==> config.mk <==
export PLATFORM = sky130hd
export DESIGN_NAME = csd_ram
export DESIGN_NICKNAME = d
export VERILOG_FILES = /design/src/rtl/csd_ram.sv
export SDC_FILE = /design/constraint.sdc
export NUM_CORES = 1
export LEC_CHECK = 0
export BUFFER_PORTS_ARGS = -buffer_cell sky130_fd_sc_hd__buf_2
export CORE_ASPECT_RATIO = 1.5
export CORE_UTILIZATION = 45
export CTS_BUF_LIST = sky130_fd_sc_hd__clkbuf_16
export DETAILED_ROUTE_END_ITERATION = 8
export PLACE_DENSITY = 0.69
export SLEW_MARGIN = 10
export SYNTH_ARGS = -nofsm -noshare
export SYNTH_HDL_FRONTEND = slang
export SYNTH_SLANG_ARGS = --single-unit
==> constraint.sdc <==
create_clock -name clk -period 5.5 [get_ports clk]
set_input_delay 1.1 -clock clk [delete_from_list [all_inputs] [get_ports clk]]
set_output_delay 1.1 -clock clk [all_outputs]
set_load 0.01 [all_outputs]
==> src/rtl/csd_ram.sv <==
// Generic single-write, single-read RAM with registered read data.
// No dependencies.
module csd_ram #(
    parameter int WIDTH = 8,
    parameter int DEPTH = 16,
    parameter int AW    = (DEPTH > 1) ? $clog2(DEPTH) : 1
) (
    input  logic             clk,
    input  logic             we,
    input  logic [AW-1:0]    waddr,
    input  logic [WIDTH-1:0] wdata,
    input  logic [AW-1:0]    raddr,
    output logic [WIDTH-1:0] rdata
);

    logic [WIDTH-1:0] mem [DEPTH];

    always_ff @(posedge clk)
    begin
        if (we)
        begin
            mem[waddr] <= wdata;
        end
        rdata <= mem[raddr];
    end

endmodule

==> impl_metrics.toml <==
[die]
pin_count = 26
die_w_um = 89.3
die_area_um2 = 11900
rows = 47
core_um2 = 11100
die_height_um = 133
start_util_pct = 46.3

[drt]
vias = 2398
wl_per_cell_um = 23.7
firstDrtPassIters = 4
drc = 0
ant_nets = 0
routed_wirelength_mm = 10.1
drtIter0Drc = 210
vias_per_cell = 5.66

[clock_tree]
cts_tree = "done"
cts.hold.buffers_added = 0
clk_pin_slew_worst_paths_ns = 0.06
cts_root_buf = "clkbuf_16"
worstSkewPairLatency_ns = 0.41
cts.sinks = 136
cts_buffers = 17
cts_max_level = 4
cts_buffer_depth = 2
post_cts_resized = 0
post-cts-setup-buffers = 0

[run_status]
status = "finished, final reports clean"

[worst_hold_path]
min_path_type = "reg -> reg"
whs_endpoint = "rdata[4]"
worstHoldStart = "mem[14][4]"
hold_path_depth = 3

[timing]
final_hold_viol_count = 0
rsz0062_at_grt = "no"
period_minus_slack_ns = 2.67
fin_skew_ns = 0.00566
setup_viol = 0
max_slew_margin_pct = 27.9
worst_pin_slew_ns = 1.08
clock.fmax_mhz = 374
slew_viol_final = 0
fin_crit_sh_pct = 48.6
finalSetupTns_ns = 0

[pwr]
ir_worst_vdd_uv = 269
leakage_nw = 1.97
power_density_nw_per_um2 = 397
power_mw = 2.37

[worst_setup_path]
cp-start-kind = "primary input"
worst_ep_required_time_ns = 5.79
worst-path-max-fanout = 32
worstReg2RegStart = "mem[2][2]"
rr_endpoint = "rdata[2]"
crit_type = "in -> reg"
crit_arrival_ns = 2.96
r2r_cells = 3
rrSetupSlack_ns = 4.11
endpoint_kind = "register"

[finish]
area_growth_pct = 16.1
final_common_cell = "edfxtp_1"
final.fill_count = 839
final_cell_mix = "edfxtp_1, buf_2, mux4_2, clkbuf_16, a22oi_1"
drive_above_1_share_pct = 27.1
antenna_cells = 0
finalNetCount = 282

[grt]
grt_pass1_wl_mm = 15.4
grt-ovfl-total = 0
grt.total_usage_pct = 19.4
grt_antenna_before_repair = 0
grt_max_degree = 33
grt_pass1_vias = 2535

[synth]
yosysWarnings = 0
synth_area_per_cell_um2 = 22.5
synth_area_um2 = 5150
synthesis.nets = 247
ys_ff_latch = 136
synth_seq_area_share_pct = 77.8
yosysUniqueCellTypes = 19
synth_cells = 229

[placed_design]
io_buffers = 25
place_congestion = 0.742
dp_hpwl_mm = 6.10

[run]
cap_violations = 0
-- flip-flops by register name (all words and copies together) (netlist names) --
register  flops
mem         128
rdata         8
-- synthesized netlist by cell type --
| cell | number | share of area (%) |
|---|---|---|
| nor2_1 | 13 | 0.95 |
| mux4_1 | 14 | 7.1 |
| nand2_1 | 9 | 0.66 |
| clkdlybuf4s25_2 | 3 | 0.58 |
| nand3_1 | 1 | 0.097 |
| nor3_1 | 4 | 0.39 |
| and2b_1 | 1 | 0.15 |
| or3b_2 | 1 | 0.17 |
| buf_6 | 3 | 0.66 |
| nor2b_1 | 1 | 0.12 |
| and2_1 | 1 | 0.12 |
| buf_4 | 1 | 0.15 |
| a22oi_1 | 16 | 2.3 |
| nand2b_1 | 2 | 0.24 |
| edfxtp_1 | 128 | 75 |
| mux4_2 | 18 | 7.9 |
| buf_2 | 3 | 0.29 |
| dfxtp_1 | 8 | 3.1 |
| nand3b_1 | 2 | 0.29 |
-- report_power, final --
group	total [mW]	leakage, nW	internal (mW)	switching (mW)
registers	1.17	1.22	1.16	0.00631
clock network	1.10	0.268	0.703	0.400
logic	0.104	0.479	0.0415	0.0629
total	2.37	1.97	1.90	0.469
-- through the flow --
| step | setup slack (ns) | std cells | cell area, um2 | utilization, % | hold slack (ns) |
|---|---|---|---|---|---|
| after floorplan | 2.91 | 229 | 5150 | - | 0.629 |
| after detailed placement | 2.37 | 392 | 5390 | 48.5 | 0.663 |
| after global routing | 2.65 | 424 | 5980 | 53.8 | 0.714 |
| after global placement | 2.38 | 392 | 5390 | 48.5 | 0.650 |
| after CTS | 2.79 | 424 | 5970 | 53.7 | 0.669 |
| final | 2.83 | 424 | 5980 | 53.8 | 0.675 |
-- worst max-delay path, stage by stage --
cell,delay [ns]
buf_2,0.79
mux4_1,0.66
a22oi_1,0.30
nand2_1,0.09
-- layout make-up --
class / count / area, um2 / area share, %
flip-flops and latches: 136 / 4000 / 67.0
clock inverters: 15 / 160 / 2.68
well taps: 147 / 184 / 3.08
repair buffers: 26 / 133 / 2.22
multi-input cells: 83 / 1070 / 17.9
clock buffers: 17 / 425 / 7.12
-- per-layer routing --
| layer | up-vias | track usage (%) | part of all wire, % |
|---|---|---|---|
| met3 | 19 | 6.24 | 5.4 |
| met1 | 1248 | 23.8 | 40 |
| met5 | - | 0 | 0 |
| li1 | 1044 | - | - |
| met4 | 0 | 10.2 | 2.9 |
| met2 | 87 | 30.4 | 52 |
-- cell families (layout without fill, tap and decap cells) --
group                  count (synthesis)  after routing  synth area share, %
AOI/OAI and AO/OA                     16             16                 2.33
buffers and inverters                 10             58                 1.68
DFF                                  136            136                 77.8
muxes                                 32             32                 15.0
and+or+nand+nor                       35             35                 3.18
-- how the worst max path moves through the flow --
stage | from | end
floorplan | waddr[2] | mem[0][0]
global placement | raddr[0] | rdata[3]
detailed placement | raddr[0] | rdata[1]
CTS | raddr[0] | rdata[1]
global route | raddr[0] | rdata[2]
finish | raddr[0] | rdata[1]
(Power assumes the default switching activity.)
