===== src/rtl/csd_pkg.sv =====
// Shared types, codes and defaults for the CAN signal decoder.
// No dependencies; every other file but csd_ram imports this package.
package csd_pkg;

    localparam int DEF_MAX_MESSAGES  = 16;
    localparam int DEF_MAX_SIGNALS   = 64;
    localparam int DEF_PAYLOAD_BYTES = 64;

    // Motorola order: step back within a byte, else jump to the next byte's MSB
    localparam logic [10:0] MOTO_JUMP = 11'd15;
    localparam int          BYTE_BITS = 8;

    localparam logic [1:0] OP_DEF_MSG = 2'd0;
    localparam logic [1:0] OP_DEF_SIG = 2'd1;
    localparam logic [1:0] OP_LOAD    = 2'd2;
    localparam logic [1:0] OP_DECODE  = 2'd3;

    localparam logic [2:0] STAT_VALUE   = 3'd0;
    localparam logic [2:0] STAT_NOSIG   = 3'd1;
    localparam logic [2:0] STAT_UNKNOWN = 3'd2;
    localparam logic [2:0] STAT_SHORT   = 3'd3;
    localparam logic [2:0] STAT_OVF     = 3'd4;

    localparam logic [1:0] ROLE_SELECTOR = 2'd1;
    localparam logic [1:0] ROLE_MUXED    = 2'd2;

    typedef struct packed {
        logic [6:0]  count;
        logic [5:0]  first;
        logic [6:0]  len;
        logic        ext;
        logic [28:0] id;
    } msg_t;

    typedef struct packed {
        logic [16:0] mux_value;
        logic [1:0]  role;
        logic        is_signed;
        logic        lsb_first;
        logic [6:0]  width;
        logic [8:0]  pos;
    } sig_t;

    typedef struct packed {
        sig_t        layout;
        logic [63:0] factor;
        logic [63:0] offset;
    } sig_rec_t;

    typedef struct packed {
        logic [28:0] id;
        logic        ext;
        logic [6:0]  len;
    } req_t;

    typedef enum logic [3:0] {
        ST_IDLE,
        ST_MSG_RD,
        ST_MSG_CMP,
        ST_SIG_CHK,
        ST_SIG_WAIT,
        ST_FETCH,
        ST_MUL,
        ST_NEG,
        ST_ADD,
        ST_EMIT_ONE,
        ST_EMIT_RD,
        ST_EMIT_OUT
    } back_state_t;

endpackage


===== src/rtl/csd_front.sv =====
// Front end: accepts items, writes the definition tables and payload store,
// queues decode requests. Depends on csd_pkg.
module csd_front import csd_pkg::*; #(
    parameter int MAX_MESSAGES  = DEF_MAX_MESSAGES,
    parameter int MAX_SIGNALS   = DEF_MAX_SIGNALS,
    parameter int PAYLOAD_BYTES = DEF_PAYLOAD_BYTES,
    parameter int MTW = $clog2(MAX_MESSAGES + 1),
    parameter int MAW = (MAX_MESSAGES > 1) ? $clog2(MAX_MESSAGES) : 1,
    parameter int SAW = (MAX_SIGNALS > 1) ? $clog2(MAX_SIGNALS) : 1,
    parameter int PNW = PAYLOAD_BYTES / 8,
    parameter int PAW = (PNW > 1) ? $clog2(PNW) : 1
) (
    input  logic            clk,
    input  logic            rst_n,
    input  logic            in_valid,
    output logic            in_ready,
    input  logic [1:0]      op,
    input  logic [28:0]     frame_id,
    input  logic            extended,
    input  logic [6:0]      byte_count,
    input  logic [8:0]      position,
    input  logic [6:0]      bit_count,
    input  logic            little_endian,
    input  logic            is_signed,
    input  logic [1:0]      mux_role,
    input  logic [16:0]     mux_value,
    input  logic [63:0]     wide_value,
    input  logic [63:0]     offset,
    input  logic            q_full,
    input  logic            q_empty,
    input  logic            back_idle,
    output logic            q_push,
    output req_t            q_wdata,
    output logic            msg_we,
    output logic [MAW-1:0]  msg_waddr,
    output msg_t            msg_wdata,
    output logic            sig_we,
    output logic [SAW-1:0]  sig_waddr,
    output sig_rec_t        sig_wdata,
    output logic            pay_we,
    output logic [PAW-1:0]  pay_waddr,
    output logic [63:0]     pay_wdata,
    output logic [PNW-1:0]  pay_valid,
    output logic [MTW-1:0]  msg_total
);

    logic [MTW-1:0] msg_total_reg;
    logic [6:0]     sig_total_reg;
    msg_t           last_msg_reg;
    logic [PNW-1:0] pay_valid_reg;
    logic           acc;
    logic           do_msg;
    logic           do_sig;
    logic           do_load;
    msg_t           new_msg;
    msg_t           bumped_msg;

    // tables change only with no decode pending anywhere
    assign in_ready = (op == OP_DECODE) ? !q_full : (q_empty && back_idle);
    assign acc      = in_valid && in_ready;

    assign do_msg  = acc && (op == OP_DEF_MSG) && (msg_total_reg < MAX_MESSAGES);
    assign do_sig  = acc && (op == OP_DEF_SIG) && (msg_total_reg != '0)
                     && (sig_total_reg < MAX_SIGNALS);
    assign do_load = acc && (op == OP_LOAD) && ({23'd0, position} < PNW);

    assign q_push  = acc && (op == OP_DECODE);
    assign q_wdata = '{id: frame_id, ext: extended, len: byte_count};

    always_comb
    begin
        new_msg       = '{count: 7'd0, first: sig_total_reg[5:0], len: byte_count,
                          ext: extended, id: frame_id};
        bumped_msg       = last_msg_reg;
        bumped_msg.count = last_msg_reg.count + 7'd1;
    end

    assign msg_we    = do_msg || do_sig;
    assign msg_waddr = do_msg ? msg_total_reg[MAW-1:0] : MAW'(msg_total_reg - 1'b1);
    assign msg_wdata = do_msg ? new_msg : bumped_msg;

    assign sig_we    = do_sig;
    assign sig_waddr = sig_total_reg[SAW-1:0];
    assign sig_wdata = '{layout: '{mux_value: mux_value, role: mux_role,
                                   is_signed: is_signed, lsb_first: little_endian,
                                   width: bit_count, pos: position},
                         factor: wide_value, offset: offset};

    assign pay_we    = do_load;
    assign pay_waddr = position[PAW-1:0];
    assign pay_wdata = wide_value;
    assign pay_valid = pay_valid_reg;
    assign msg_total = msg_total_reg;

    always_ff @(posedge clk)
    begin
        if (do_msg)
        begin
            last_msg_reg <= new_msg;
        end
        else if (do_sig)
        begin
            last_msg_reg <= bumped_msg;
        end
    end

    always_ff @(posedge clk or negedge rst_n)
    begin
        if (!rst_n)
        begin
            msg_total_reg <= '0;
            sig_total_reg <= '0;
            pay_valid_reg <= '0;
        end
        else
        begin
            if (do_msg)
            begin
                msg_total_reg <= msg_total_reg + 1'b1;
            end
            if (do_sig)
            begin
                sig_total_reg <= sig_total_reg + 7'd1;
            end
            if (do_load)
            begin
                pay_valid_reg[position[PAW-1:0]] <= 1'b1;
            end
        end
    end

endmodule


===== config.mk =====
export PLATFORM = sky130hd
export DESIGN_NAME = csd_front
export DESIGN_NICKNAME = d
export VERILOG_FILES = /design/src/rtl/csd_pkg.sv /design/src/rtl/csd_front.sv
export SDC_FILE = /design/constraint.sdc
export NUM_CORES = 1
export LEC_CHECK = 0
export BUFFER_PORTS_ARGS = -buffer_cell sky130_fd_sc_hd__buf_2
export CORE_AREA = 4 4 212 214
export CTS_BUF_LIST = sky130_fd_sc_hd__clkbuf_8
export DETAILED_ROUTE_END_ITERATION = 8
export DIE_AREA = 0 0 216 218
export PLACE_DENSITY = 0.35
export SYNTH_ARGS = -nofsm -noshare
export SYNTH_HDL_FRONTEND = slang
export SYNTH_SLANG_ARGS = --single-unit

===== constraint.sdc =====
create_clock -name clk -period 3.2 [get_ports clk]
set_clock_uncertainty 0.2 [all_clocks]
set_input_delay 0.64 -clock clk [delete_from_list [all_inputs] [get_ports clk]]
set_output_delay 0.64 -clock clk [all_outputs]
set_load 0.02 [all_outputs]

==> out/summary.txt <==
Top cell type by total area after synthesis - buf_4
Iteration-0 DRC Markers - 82
Share of flip-flops with an asynchronous set or reset - 0.2857
Area of the mapped netlist - 5455 um2
Worst endpoint data arrival time - 2.10 ns
Synthesized instance count - 519
Clock share of power - 0.300
Peak VDD IR - 157.4 uV
Comb pwr share - 0.269
Vias - 3065
Synth unique cells - 44
CTS buffer count - 9
Syn. warnings - 0
Rows - 76
TritonCTS clock tree - yes
Final setup violation count - 0
Final Max Tran Viols - 0
Internal - 0.001653 W
Global Route Usage Sum - 0.06638
Status - completed
R2R Path Start - msg_total[4]
Post-CTS Setup Inserts - 0
Clock transition at path regs - 0.09 ns
Slew HR - 0.5818
Switching pwr - 0.0009373 W
Share of cells above drive strength 1 - 0.6059
Cell Area, Placed - 5029 um2
CP Launch Type - register
Post-synth EDFFs - 43
Total negative slack - 0 ns
Die X-Extent - 216 um
Number of filler cells placed in the layout - 4916
Met3 Routed Length - 2571 um
Die Area - 47090 um2
Ant diodes - 0
Reg2reg path depth - 4
Drc violations - 0
Worst setup path endpoint - msg_waddr[3]
Pre-antenna DRT Iters - 4
PD cells - 495.2 nW/um2
Worst slew pin tran - 0.6260 ns
Vias per std cell - 2.993
Dpl cells - 1007
R2r setup slk - 1.12 ns
Post-Layout Cell Count - 1024
Max layer used - met5
Post-route design area - 5230 um2
Wire length per cell - 15.57 um
Critical setup path kind - register to output port
Io pins - 557
Global route total overflow - 0
Final Hold Vio Count - 0
Worst Hold Class - input pin to register
Routed WL - 15940 um
Min-delay src - frame_id[15]
Number of global-route vias before repair - 3084
Worst setup EP type - output port
Effective utilization at floorplan - 0.1272
Unrepaired setup endpoints after global routing - no
Peak fanout along the critical path - 10
Switching share of power - 0.3619
Area contributors post-synth - buf_4 38%, edfxtp_1 24%, dfrtp_1 9.2%
Worst R2R End - bumped_msg[22]
Largest net degree at the start of global routing - 35
Top cell type's share of synthesized area - 0.3798
Die Ht - 218 um
Final GP Congestion - 0.7152
Clock insertion delay at the later pin of the skew report - 0.41 ns
Global-route wire length before repair - 22200 um
Met2 WL - 6863 um
Clk sinks - 70
Tmin final - 2.939 ns
Synth Net Count - 734
Most frequent cell after synthesis - buf_4
Synth cell count leaders - 276 x buf_4, 43 x edfxtp_1, 38 x mux2_2
DP Wirelength - 12500 um
Critical Path RT - 2.36 ns
Ys flop type - edfxtp_1
Largest register FFs - 43
# H-tree levels - 3
Synth-to-Final Area Change - -4.128%
Leak - 2.224 nW
FF+latch count, synth - 70
Clk buf depth - 2
Met1 wire length - 5655 um
Core area - 42890 um2
Post-synthesis sequential area ratio - 0.3541
Worst Setup SP - msg_total[4]
Tcrit/Tclk final - 0.9186
Initial antenna violation count - 1
Register share of total power - 0.431
NumNets Final - 649
Max_cap viols - 0
Max Clock Freq - 340.2 MHz
Syn Area/Cell - 10.51 um2
Port Buf Inserts - 180
Routed Antenna Nets - 0
CTS root buffer - clkbuf_8
[logic make-up (layout without fill, tap and decap cells)]
| logic type | after synthesis | in the layout | synth area share |
|---|---|---|---|
| flip-flops | 70 | 70 | 0.3541 |
| multiplexers | 51 | 51 | 0.1087 |
| AND/OR/NAND/NOR | 57 | 57 | 0.06881 |
| buffers and inverters | 293 | 213 | 0.3982 |
| adder cells (fa/ha/maj) | 5 | 5 | 0.01147 |
| AO/OA/AOI/OAI | 29 | 29 | 0.03624 |
| XOR/XNOR | 14 | 14 | 0.02248 |
[worst max-delay path, stage by stage, from the launching register on]
cell     delay, ns
dfrtp_1       0.50
or2_2         0.45
o21ai_0       0.27
buf_4         0.17
xnor2_1       0.12
buf_2         0.19
[through the flow]
stage	hold slack (ns)	utilization	worst slack [ns]	power (W)
after global placement	0.2471	0.1173	0.4071	0.001863
after detailed placement	0.2540	0.1173	0.4036	0.001858
final	0.2283	0.1220	0.2606	0.002590
after CTS	0.1466	0.1220	0.1602	0.002707
after floorplan	0.1444	-	0.2082	0.001980
after global routing	0.1782	0.1220	0.08952	0.002777
[metal layers]
layer	vias up	track usage
met5	-	0.01458
met4	6	0.04480
met3	62	0.05504
met2	256	0.09485
met1	1423	0.06319
li1	1318	-
[layout make-up]
type	instances	area (um2)	share of cell area
Clock buffer	10	137.6	0.02632
Clock inverter	6	53.80	0.01029
Inverter	6	25.02	0.004785
Multi-Input combinational cell	156	1351	0.2584
Sequential cell	70	1932	0.3694
Tap cell	585	732.0	0.1400
Timing Repair Buffer	191	998.5	0.1909
[cells in the final DEF, fill, tap and decap left out, drive strengths merged, types with 4 or more instances in the layout]
master	count
a31o	6
buf	190
clkbuf	10
dfrtp	20
dfxtp	7
edfxtp	43
ha	5
inv	9
mux2	45
mux2i	6
nand2	5
nand3	9
nand4b	4
nor2	6
nor3	5
nor4	9
o21ai	12
xnor2	8
xor2	6
[power groups by stage]
| stage | combinational (W) | clock (W) | sequential [W] |
|---|---|---|---|
| 6_report | 0.000698 | 0.000776 | 0.00112 |
| 3_3_place_gp | 0.000725 | 0 | 0.00114 |
| 3_5_place_dp | 0.000720 | 0 | 0.00114 |
| 2_1_floorplan | 0.000861 | 0 | 0.00112 |
| 5_1_grt | 0.000767 | 0.000881 | 0.00113 |
| 4_1_cts | 0.000726 | 0.000863 | 0.00112 |
[worst min-delay path by stage]
stage / end / slack, ns / depth (start not counted)
after floorplan: msg_total[0] / 0.14 / 0
after global placement: pay_valid[3] / 0.25 / 2
after detailed placement: pay_valid[2] / 0.25 / 1
after CTS: bumped_msg[15] / 0.15 / 1
after global routing: bumped_msg[15] / 0.18 / 1
final: bumped_msg[15] / 0.23 / 1
[timing repair]
item / in CTS / in global routing
hold endpoints to repair: 20 / 0
resized for setup: 0 / 0
hold buffers: 1 / 0
No activity file was read; power rests on OpenSTA's default activity.
