[src/rtl/csd_pkg.sv]
// Shared types, codes and defaults for the CAN signal decoder.
// No dependencies; every other file but csd_ram imports this package.
package csd_pkg;

    localparam int DEF_MAX_MESSAGES  = 16;
    localparam int DEF_MAX_SIGNALS   = 64;
    localparam int DEF_PAYLOAD_BYTES = 64;

    // Motorola order: step back within a byte, else jump to the next byte's MSB
    localparam logic [10:0] MOTO_JUMP = 11'd15;
    localparam int          BYTE_BITS = 8;

    localparam logic [1:0] OP_DEF_MSG = 2'd0;
    localparam logic [1:0] OP_DEF_SIG = 2'd1;
    localparam logic [1:0] OP_LOAD    = 2'd2;
    localparam logic [1:0] OP_DECODE  = 2'd3;

    localparam logic [2:0] STAT_VALUE   = 3'd0;
    localparam logic [2:0] STAT_NOSIG   = 3'd1;
    localparam logic [2:0] STAT_UNKNOWN = 3'd2;
    localparam logic [2:0] STAT_SHORT   = 3'd3;
    localparam logic [2:0] STAT_OVF     = 3'd4;

    localparam logic [1:0] ROLE_SELECTOR = 2'd1;
    localparam logic [1:0] ROLE_MUXED    = 2'd2;

    typedef struct packed {
        logic [6:0]  count;
        logic [5:0]  first;
        logic [6:0]  len;
        logic        ext;
        logic [28:0] id;
    } msg_t;

    typedef struct packed {
        logic [16:0] mux_value;
        logic [1:0]  role;
        logic        is_signed;
        logic        lsb_first;
        logic [6:0]  width;
        logic [8:0]  pos;
    } sig_t;

    typedef struct packed {
        sig_t        layout;
        logic [63:0] factor;
        logic [63:0] offset;
    } sig_rec_t;

    typedef struct packed {
        logic [28:0] id;
        logic        ext;
        logic [6:0]  len;
    } req_t;

    typedef enum logic [3:0] {
        ST_IDLE,
        ST_MSG_RD,
        ST_MSG_CMP,
        ST_SIG_CHK,
        ST_SIG_WAIT,
        ST_FETCH,
        ST_MUL,
        ST_NEG,
        ST_ADD,
        ST_EMIT_ONE,
        ST_EMIT_RD,
        ST_EMIT_OUT
    } back_state_t;

endpackage

[src/rtl/csd_queue.sv]
// Two-entry queue of decode requests between front and back.
// Depends on csd_pkg (req_t).
module csd_queue import csd_pkg::*; (
    input  logic clk,
    input  logic rst_n,
    input  logic push,
    input  req_t wdata,
    input  logic pop,
    output req_t rdata,
    output logic full,
    output logic empty
);

    req_t       mem_reg [2];
    logic       wp_reg;
    logic       rp_reg;
    logic [1:0] cnt_reg;

    assign full  = (cnt_reg == 2'd2);
    assign empty = (cnt_reg == 2'd0);
    assign rdata = mem_reg[rp_reg];

    always_ff @(posedge clk)
    begin
        if (push)
        begin
            mem_reg[wp_reg] <= wdata;
        end
    end

    always_ff @(posedge clk or negedge rst_n)
    begin
        if (!rst_n)
        begin
            wp_reg  <= 1'b0;
            rp_reg  <= 1'b0;
            cnt_reg <= 2'd0;
        end
        else
        begin
            if (push)
            begin
                wp_reg <= ~wp_reg;
            end
            if (pop)
            begin
                rp_reg <= ~rp_reg;
            end
            cnt_reg <= cnt_reg + {1'b0, push} - {1'b0, pop};
        end
    end

endmodule

[config.mk]
export PLATFORM = sky130hd
export DESIGN_NAME = csd_queue
export DESIGN_NICKNAME = d
export VERILOG_FILES = /design/src/rtl/csd_pkg.sv /design/src/rtl/csd_queue.sv
export SDC_FILE = /design/constraint.sdc
export NUM_CORES = 1
export LEC_CHECK = 0
export BUFFER_PORTS_ARGS = -buffer_cell sky130_fd_sc_hd__buf_2
export CAP_MARGIN = 15
export CORE_MARGIN = 2
export CORE_UTILIZATION = 45
export CTS_BUF_LIST = sky130_fd_sc_hd__clkbuf_8
export CTS_CLUSTER_DIAMETER = 200
export DETAILED_ROUTE_END_ITERATION = 6
export HOLD_SLACK_MARGIN = 0.06
export PLACE_DENSITY = 0.72
export SETUP_SLACK_MARGIN = 0.4
export SLEW_MARGIN = 20
export SYNTH_ARGS = -nofsm -noshare
export SYNTH_HDL_FRONTEND = slang
export SYNTH_SLANG_ARGS = --single-unit
[constraint.sdc]
create_clock -name clk -period 3.61 [get_ports clk]
set_clock_uncertainty 0.05 [all_clocks]
set_input_delay 0.9025 -clock clk [delete_from_list [all_inputs] [get_ports clk]]
set_output_delay 0.9025 -clock clk [all_outputs]
set_load 0.03 [all_outputs]
==> impl_metrics.tcl, run 1 <==
set metrics [dict create \
    status "complete, no violations" \
    worstSetupEndpointType "output pin" \
    drive_above_1_share 0.6000 \
    core_region_area_sq_um 6350 \
    critPathMaxStageDelay_ns 0.68 \
    synth_xor_area_frac 0.01400 \
    period_minus_slack_ns 2.746 \
    fillers 502 \
    synthDistinctLibCells 13 \
    synthMuxAreaShare 0.1667 \
    rsz0062_at_grt "no" \
    viasPerCell 4.822 \
    drtIter0Drc 55 \
    powerDensity_nw_per_um2 813.8 \
    drv_cap 0 \
    grt_pass1_wl_mm 7.376 \
    crit_family "flip-flops" \
    tns_ns 0 \
    synth_commonest_cells "74 x edfxtp_1, 20 x mux2_4, 17 x mux2_2" \
    finalPower_mw 2.914 \
    die_h_microns 84.96 \
    syn_nets 173 \
    crit_required_ns 2.66 \
    crit_arrival_ns 1.79 \
    p_leak_nw 1.438 \
    slew_headroom 0.4073 \
    clockBufferDepth 2 \
    ys_dominant_reg_cell "edfxtp_1" \
    max_slew.worst_pin.slew_ns 0.8890 \
    diodes 0 \
    yosys.area.top_type "edfxtp_1" \
    cts_made_buffers 9 \
    cts_sinks 78 \
    grtUsageTotal 0.1383 \
    synth-compound-area-share 0 \
    antenna_found_initial 0 \
    drtPass1Iterations 4 \
    maxSlewViolCount 0 \
    synth-simple-area-share 0.007637 \
    path_cells "buf_12 -> mux2_2 -> buf_2" \
    synth_top_area_share 0.7535 \
    synth_area_leaders "edfxtp_1 75%, mux2_4 10%, mux2_2 6.5%" \
    via_count 1432 \
    min_path_type "in -> async" \
    die_width_microns 84.96 \
    path_class "reg -> out" \
    cp_slowest_cell "dfrtp_2" \
    grt_max_degree 38 \
    largest_reg_flops 74 \
    gp_congestion 0.7011 \
    ant_nets 0 \
    ys_ff_latch 78 \
    max_clock_freq_ghz 0.3642 \
    overflow 0 \
    synthArstFlopShare 0.05128 \
    fp-row-count 29 \
    dieArea_sq_um 7217 \
    synthMostInstantiatedCell "edfxtp_1" \
    critical_path_buf_inv_count 2 \
    start_util 0.4644 \
    cts_setup_buffers 0 \
    syn_area_per_cell_sq_um 22.69 \
    synthesis.area_sq_um 2949 \
    synth_top_family_by_area "multiplexers" \
    vdd_drop_max_mv 0.4105 \
    cts_resized 0 \
    synth_adder_area_share 0.008485 \
    clk_pin_slew_worst_paths_ns 0.07 \
    fin_nets 261 \
    hold_viol 0 \
    drt_wl_total_mm 4.781 \
    synth_edf_count 74 \
    yosysSeqAreaShare 0.7874 \
    crit_fanout 21 \
    ioPinCount 80 \
    portBuffers 79 \
    holdBufCountCts 0 \
    area_delta_synth_final_pct 21.43 \
    startpoint_type "flop" \
    first_global_vias 1535 \
    syn_inst 130 \
    wire_per_inst_microns 16.10 \
    yosysWarningCount 0 \
    cts-root-buf "clkbuf_8" \
    cts_tree "built" \
    finalCritPeriodShare 0.7605 \
    clk_latency_ns 0.32 \
    cts_max_level 3 \
    drc 0 \
    setup_violations 0 \
]
-- metrics by stage --
stage	instance area, sq um	instances	setup slack [ns]	util	hold WS [ns]
after floorplan	2949	130	0.5606	-	0.4055
after CTS	3581	297	0.8279	0.5639	0.3122
after global routing	3581	297	0.7592	0.5639	0.3050
after global placement	3440	284	1.199	0.5417	0.4720
after detailed placement	3440	284	1.183	0.5417	0.4866
final	3581	297	0.8645	0.5639	0.3214
-- cell families after synthesis --
logic type,count (synthesis)
mux,37
buf+inv,6
fa+ha+maj,2
simple gates,4
xor+xnor,3
flops,78
-- worst paths after layout --
kind                       slack (ns)  depth (start not counted)                       to          startpoint
hold reg to reg                  0.50                          1       wp_reg$_DFFE_PN0P_  wp_reg$_DFFE_PN0P_
setup / recovery                 0.86                          3                rdata[35]  rp_reg$_DFFE_PN0P_
hold / removal                   0.32                          1       wp_reg$_DFFE_PN0P_               rst_n
max in group asynchronous        3.05                          1       rp_reg$_DFFE_PN0P_               rst_n
min in group clk                 0.50                          1       wp_reg$_DFFE_PN0P_  wp_reg$_DFFE_PN0P_
setup reg to reg                 1.91                          2  mem_reg[0][2]$_DFFE_PP_  wp_reg$_DFFE_PN0P_
-- cell type report --
cell class	count	area (sq um)	share of cell area
flip-flops and latches	78	2323	0.6488
multi-input cells	46	589.3	0.1646
repair buffers	81	422.9	0.1181
clock buffers	9	123.9	0.03459
well taps	77	96.34	0.02690
clock inverters	4	17.52	0.004892
inverters	2	7.507	0.002096
-- power by group --
part	leakage [nW]	switching, mW	internal (mW)
combinational	0.623	0.657	0.447
clock	0.0757	0.270	0.231
sequential	0.740	0.102	1.21
-- metal layers --
| layer | vias up | track usage | routed length [microns] |
|---|---|---|---|
| met2 | 33 | 0.2322 | 2618 |
| met5 | - | 0 | 0 |
| met4 | 0 | 0.06494 | 51 |
| met3 | 5 | 0.04669 | 198 |
| li1 | 680 | - | - |
| met1 | 714 | 0.1597 | 1914 |
-- cell usage in the layout (no fill, tap or decap) --
master    instances
ha_1              2
dfrtp_2           1
clkinv_1          2
xor3_1            1
edfxtp_1         74
buf_2            79
nor2_1            1
clkinv_2          2
and2_2            1
nor2b_1           1
inv_1             2
buf_12            1
nor2b_4           1
mux2_2           17
dfrtp_1           3
buf_4             1
xor2_1            2
mux2_4           20
clkbuf_8          9
Power figures use the tool's default switching activity.
==> run 2, diff against run 1 <==
Settings changed: PLACE_DENSITY 0.72 to 0.75.
Clock period 3.61 ns to 2.5 ns, I/O delays scaled along.
==> run 2 against run 1 <==
Compared with the run above:
- non-clock buffer count is 9 higher
- sequential power is 40% higher
- cell count is 3.7% higher
==> impl_metrics.tcl, run 2 (same netlist as run 1, synthesis figures left out) <==
set metrics [dict create \
    status "complete, no violations" \
    use_met2 0.2528 \
    vdd_drop_max_mv 0.7407 \
    drtPass1Iterations 4 \
    largest_reg_flops 74 \
    overflow 0 \
    fin_nets 270 \
    die_h_microns 84.96 \
    p_leak_nw 1.613 \
    grt_max_degree 29 \
    r2r_setup_slack_ns 1.11 \
    via_count 1485 \
    tns_ns 0 \
    crit_fanout 8 \
    min_to "mem_reg[0][9]$_DFFE_PP_" \
    hpwl_mm 3.092 \
    rr_startpoint "wp_reg$_DFFE_PN0P_" \
    fillers 455 \
    antenna_found_initial 0 \
    finalCritPeriodShare 0.8708 \
    final.setup.worst_slack_ns 0.3231 \
    start_util 0.4644 \
    grtUsageMet3 0.03405 \
    grt-busiest-layer "met2" \
    period_minus_slack_ns 2.177 \
    wire_per_inst_microns 16.20 \
    cp_slowest_cell "dfrtp_2" \
    dieArea_sq_um 7217 \
    max_slew.worst_pin.slew_ns 0.3513 \
    cts_tree "built" \
    min_path_cells 1 \
    crit_required_ns 1.82 \
    fp-row-count 29 \
    critical_path_buf_inv_count 3 \
    rr_worst_depth 2 \
    drt_wl_total_mm 4.989 \
    critPathMaxStageDelay_ns 0.43 \
    drc 0 \
    rsz0062_at_grt "yes" \
    rr_endpoint "mem_reg[1][18]$_DFFE_PP_" \
    cts_sinks 78 \
    whs_ns 0.4244 \
    final_cell_mix "74 x edfxtp_1, 42 x buf_2, 37 x buf_6, 21 x mux2_4, 16 x mux2_2" \
    seq_area_sq_um 2323 \
    hold_viol 0 \
    powerDensity_nw_per_um2 1239 \
    max_clock_freq_ghz 0.4594 \
    clockBufferDepth 2 \
    startpoint_type "flop" \
    cts-root-buf "clkbuf_8" \
    area_delta_synth_final_pct 35.94 \
    first_global_vias 1565 \
    diodes 0 \
    path_class "reg -> out" \
    viasPerCell 4.821 \
    path_cells "buf_4 -> buf_16 -> mux2_4 -> buf_6" \
    grtUsageTotal 0.1447 \
    crit_arrival_ns 1.50 \
    portBuffers 79 \
    core_region_area_sq_um 6350 \
    final_common_cell "edfxtp_1" \
    grt_pass1_wl_mm 7.665 \
    drtIter0Drc 82 \
    cts_max_level 3 \
    setup_violations 0 \
    maxSlewViolCount 0 \
    clk_pin_slew_worst_paths_ns 0.07 \
    drive_above_1_share 0.6147 \
    cts_made_buffers 9 \
    crit_family "buffers and inverters" \
    gp_congestion 0.7183 \
    ioPinCount 80 \
    grtUsageMet1 0.1618 \
    multi_input_area_sq_um 593.1 \
    clk_latency_ns 0.33 \
    worstSetupEndpointType "output pin" \
    slew_headroom 0.7653 \
    min-delay-start "wdata[9]" \
    ant_nets 0 \
    die_width_microns 84.96 \
    dpl_worst_slack_ns 0.5867 \
    drv_cap 0 \
    min_path_type "in -> reg" \
]
[run 2: how the worst max path moves through the flow]
stage / from / end / slack (ns) / cells past startpoint
3_5_place_dp: rp_reg$_DFFE_PN0P_ / rdata[36] / 0.59 / 3
6_report: rp_reg$_DFFE_PN0P_ / rdata[26] / 0.32 / 4
4_1_cts: rp_reg$_DFFE_PN0P_ / rdata[26] / 0.30 / 4
2_1_floorplan: push / mem_reg[0][0]$_DFFE_PP_ / 0.42 / 1
5_1_grt: rp_reg$_DFFE_PN0P_ / rdata[19] / 0.28 / 4
3_3_place_gp: rp_reg$_DFFE_PN0P_ / rdata[0] / 0.59 / 3
[run 2: area by class of cell]
type | count | share of cell area
multi-input cells | 46 | 0.1479
inverters | 2 | 0.001873
clock inverters | 6 | 0.01373
repair buffers | 90 | 0.2019
well taps | 77 | 0.02403
clock buffers | 9 | 0.03090
flip-flops and latches | 78 | 0.5796
[run 2: what timing repair did]
action / in CTS / in global routing
setup buffers: 4 / 0
pin swaps: 0 / 0
cloned: 3 / 0
hold endpoints to repair: 4 / 0
hold buffers: 1 / 0
resized for setup: 71 / 10
setup endpoints to repair: 34 / 37
[run 2: power breakdown]
group | switching [mW] | internal (mW)
logic | 1.14 | 1.15
registers | 0.0861 | 1.74
clock network | 0.406 | 0.445
[run 2: per-stage QoR]
step / cells / power [mW] / instance area, sq um / util
final: 308 / 4.969 / 4009 / 0.6313
after global routing: 308 / 5.179 / 4009 / 0.6313
after CTS: 308 / 4.991 / 3986 / 0.6278
after detailed placement: 285 / 3.575 / 3472 / 0.5468
after global placement: 285 / 3.535 / 3472 / 0.5468
after floorplan: 130 / 3.145 / 2952 / -
[run 2: per-layer routing]
metal  routed length (microns)  part of all wire
met1                      1958              0.39
met2                      2667              0.53
met3                       264             0.053
met4                        98             0.020
met5                         0                 0
==> run 3, diff against run 2 <==
Settings changed: PLACE_DENSITY 0.75 to 0.72.
Clock period 2.5 ns to 2.2 ns, I/O delays scaled along.
==> run 3 against run 2 <==
Compared with the run above:
- power up 17%
- utilization up 0.85 points
- non-clock buffer count unchanged
- critical path depth did not move
- worst hold slack got worse by 0.079 ns
- routed wire length grew 3.6%
- via count decreased by 0.13%
- die area unchanged
- global-route usage down 0.40 points
- clock power grew 34%
- register-to-register slack lost 0.21 ns
- final area increased by 1.3%
- largest cell class unchanged
- highest routed layer unchanged
==> impl_metrics.tcl, run 3 (same netlist as run 1, synthesis figures left out) <==
set metrics [dict create \
    crit_arrival_ns 1.50 \
    final_common_cell "edfxtp_1" \
    vdd_drop_max_mv 0.8728 \
    dpl_worst_slack_ns 0.4584 \
    path_cells "buf_12 -> clkbuf_16 -> mux2_4 -> buf_6" \
    gp_congestion 0.7346 \
    p_leak_nw 1.641 \
    diodes 0 \
    fin_nets 270 \
    grt_max_degree 38 \
    cts_max_level 3 \
    fp-row-count 29 \
    area_delta_synth_final_pct 37.76 \
    clk_latency_ns 0.33 \
    grtUsageTotal 0.1408 \
    critPathMaxStageDelay_ns 0.41 \
    grt_pass1_wl_mm 7.458 \
    hold_viol 0 \
    final_cell_mix "74 x edfxtp_1, 43 x buf_2, 37 x buf_6, 21 x mux2_4, 16 x mux2_2" \
    largest_reg_flops 74 \
    rsz0062_at_grt "yes" \
    drt_wl_total_mm 5.170 \
    drtIter0Drc 115 \
    overflow 0 \
    clk_pin_slew_worst_paths_ns 0.08 \
    clockBufferDepth 2 \
    cts_sinks 78 \
    cts-root-buf "clkbuf_8" \
    antenna_found_initial 0 \
    fin_area_sq_um 4063 \
    portBuffers 79 \
    slew_headroom 0.8500 \
    ioPinCount 80 \
    first_global_vias 1526 \
    cp_slowest_cell "dfrtp_2" \
    hpwl_mm 3.188 \
    finalCritPeriodShare 0.9537 \
    max_slew.worst_pin.slew_ns 0.2250 \
    wire_per_inst_microns 16.73 \
    core_region_area_sq_um 6350 \
    path_class "reg -> out" \
    drtPass1Iterations 4 \
    die_width_microns 84.96 \
    crit_fanout 7 \
    worstSetupEndpointType "output pin" \
    crit_family "buffers and inverters" \
    powerDensity_nw_per_um2 1436 \
    final.setup.worst_slack_ns 0.1019 \
    setup_violations 0 \
    period_minus_slack_ns 2.098 \
    start_util 0.4644 \
    startpoint_type "flop" \
    maxSlewViolCount 0 \
    die_h_microns 84.96 \
    via_count 1483 \
    status "complete, no violations" \
    dieArea_sq_um 7217 \
    dp.cells 286 \
    critical_path_buf_inv_count 3 \
    cts_tree "built" \
    drc 0 \
    tns_ns 0 \
    drive_above_1_share 0.6164 \
    crit_required_ns 1.60 \
    min_path_type "in -> reg" \
    place_area_sq_um 3480 \
    final_cells 309 \
    ant_nets 0 \
    cts_made_buffers 9 \
    max_clock_freq_ghz 0.4766 \
    drv_cap 0 \
    post-route-util 0.6398 \
    viasPerCell 4.799 \
]
## run 3: changes by cell type in the layout (fill, tap and decap cells not counted), sizes merged
cell,before,now
buf,89,86
bufinv,1,2
clkbuf,9,13
clkinv,3,1
inv,3,4
## run 3: worst paths after layout
kind	slack, ns	start	endpoint	cells after the start
min in group asynchronous	0.49	rst_n	cnt_reg[0]$_DFF_PN0_	2
worst max register to register	0.90	cnt_reg[0]$_DFF_PN0_	cnt_reg[1]$_DFF_PN0_	5
worst min-delay path	0.35	wdata[17]	mem_reg[0][17]$_DFFE_PP_	1
worst max-delay path	0.10	rp_reg$_DFFE_PN0P_	rdata[24]	4
max in group asynchronous	1.46	rst_n	rp_reg$_DFFE_PN0P_	2
worst min register to register	0.49	wp_reg$_DFFE_PN0P_	wp_reg$_DFFE_PN0P_	1
## run 3: repair_timing
action | CTS | global route
cloned | 0 | 4
buffers inserted | 0 | 2
resized for setup | 0 | 112
hold endpoints to repair | 4 | 0
setup endpoints to repair | 37 | 37
hold buffers | 1 | 0
## run 3: final cells by class
cell class / count / area (sq um)
Timing Repair Buffer: 90 / 824.5
Multi-Input combinational cell: 46 / 593.1
Fill cell: 452 / 2287
Clock inverter: 6 / 80.08
Inverter: 2 / 7.507
Sequential cell: 78 / 2323
Tap cell: 77 / 96.34
Clock buffer: 10 / 137.6
## run 3: where the power goes
part,switching (mW),internal [mW]
combinational,1.30,1.32
clock,0.482,0.660
sequential,0.0936,1.98
total,1.88,3.96
## run 3: per-layer routing
layer,vias to the layer above,GRT usage,part of all wire
met5,-,0,0
met3,4,0.04183,0.046
met1,737,0.1531,0.40
met2,44,0.2415,0.55
li1,698,-,-
met4,0,0.08514,0.010
## run 3: worst reg2reg max path, cell delays in order (launching register included)
cell     delay (ns)
dfrtp_1        0.38
inv_1          0.05
ha_1           0.27
inv_1          0.06
ha_1           0.14
xor3_1         0.21
## run 3: through the flow
step	power (mW)	hold slack, ns
2_1_floorplan	3.576	0.2044
3_3_place_gp	4.053	0.3105
3_5_place_dp	4.096	0.3159
4_1_cts	5.241	0.3243
5_1_grt	6.079	0.3225
6_report	5.835	0.3456
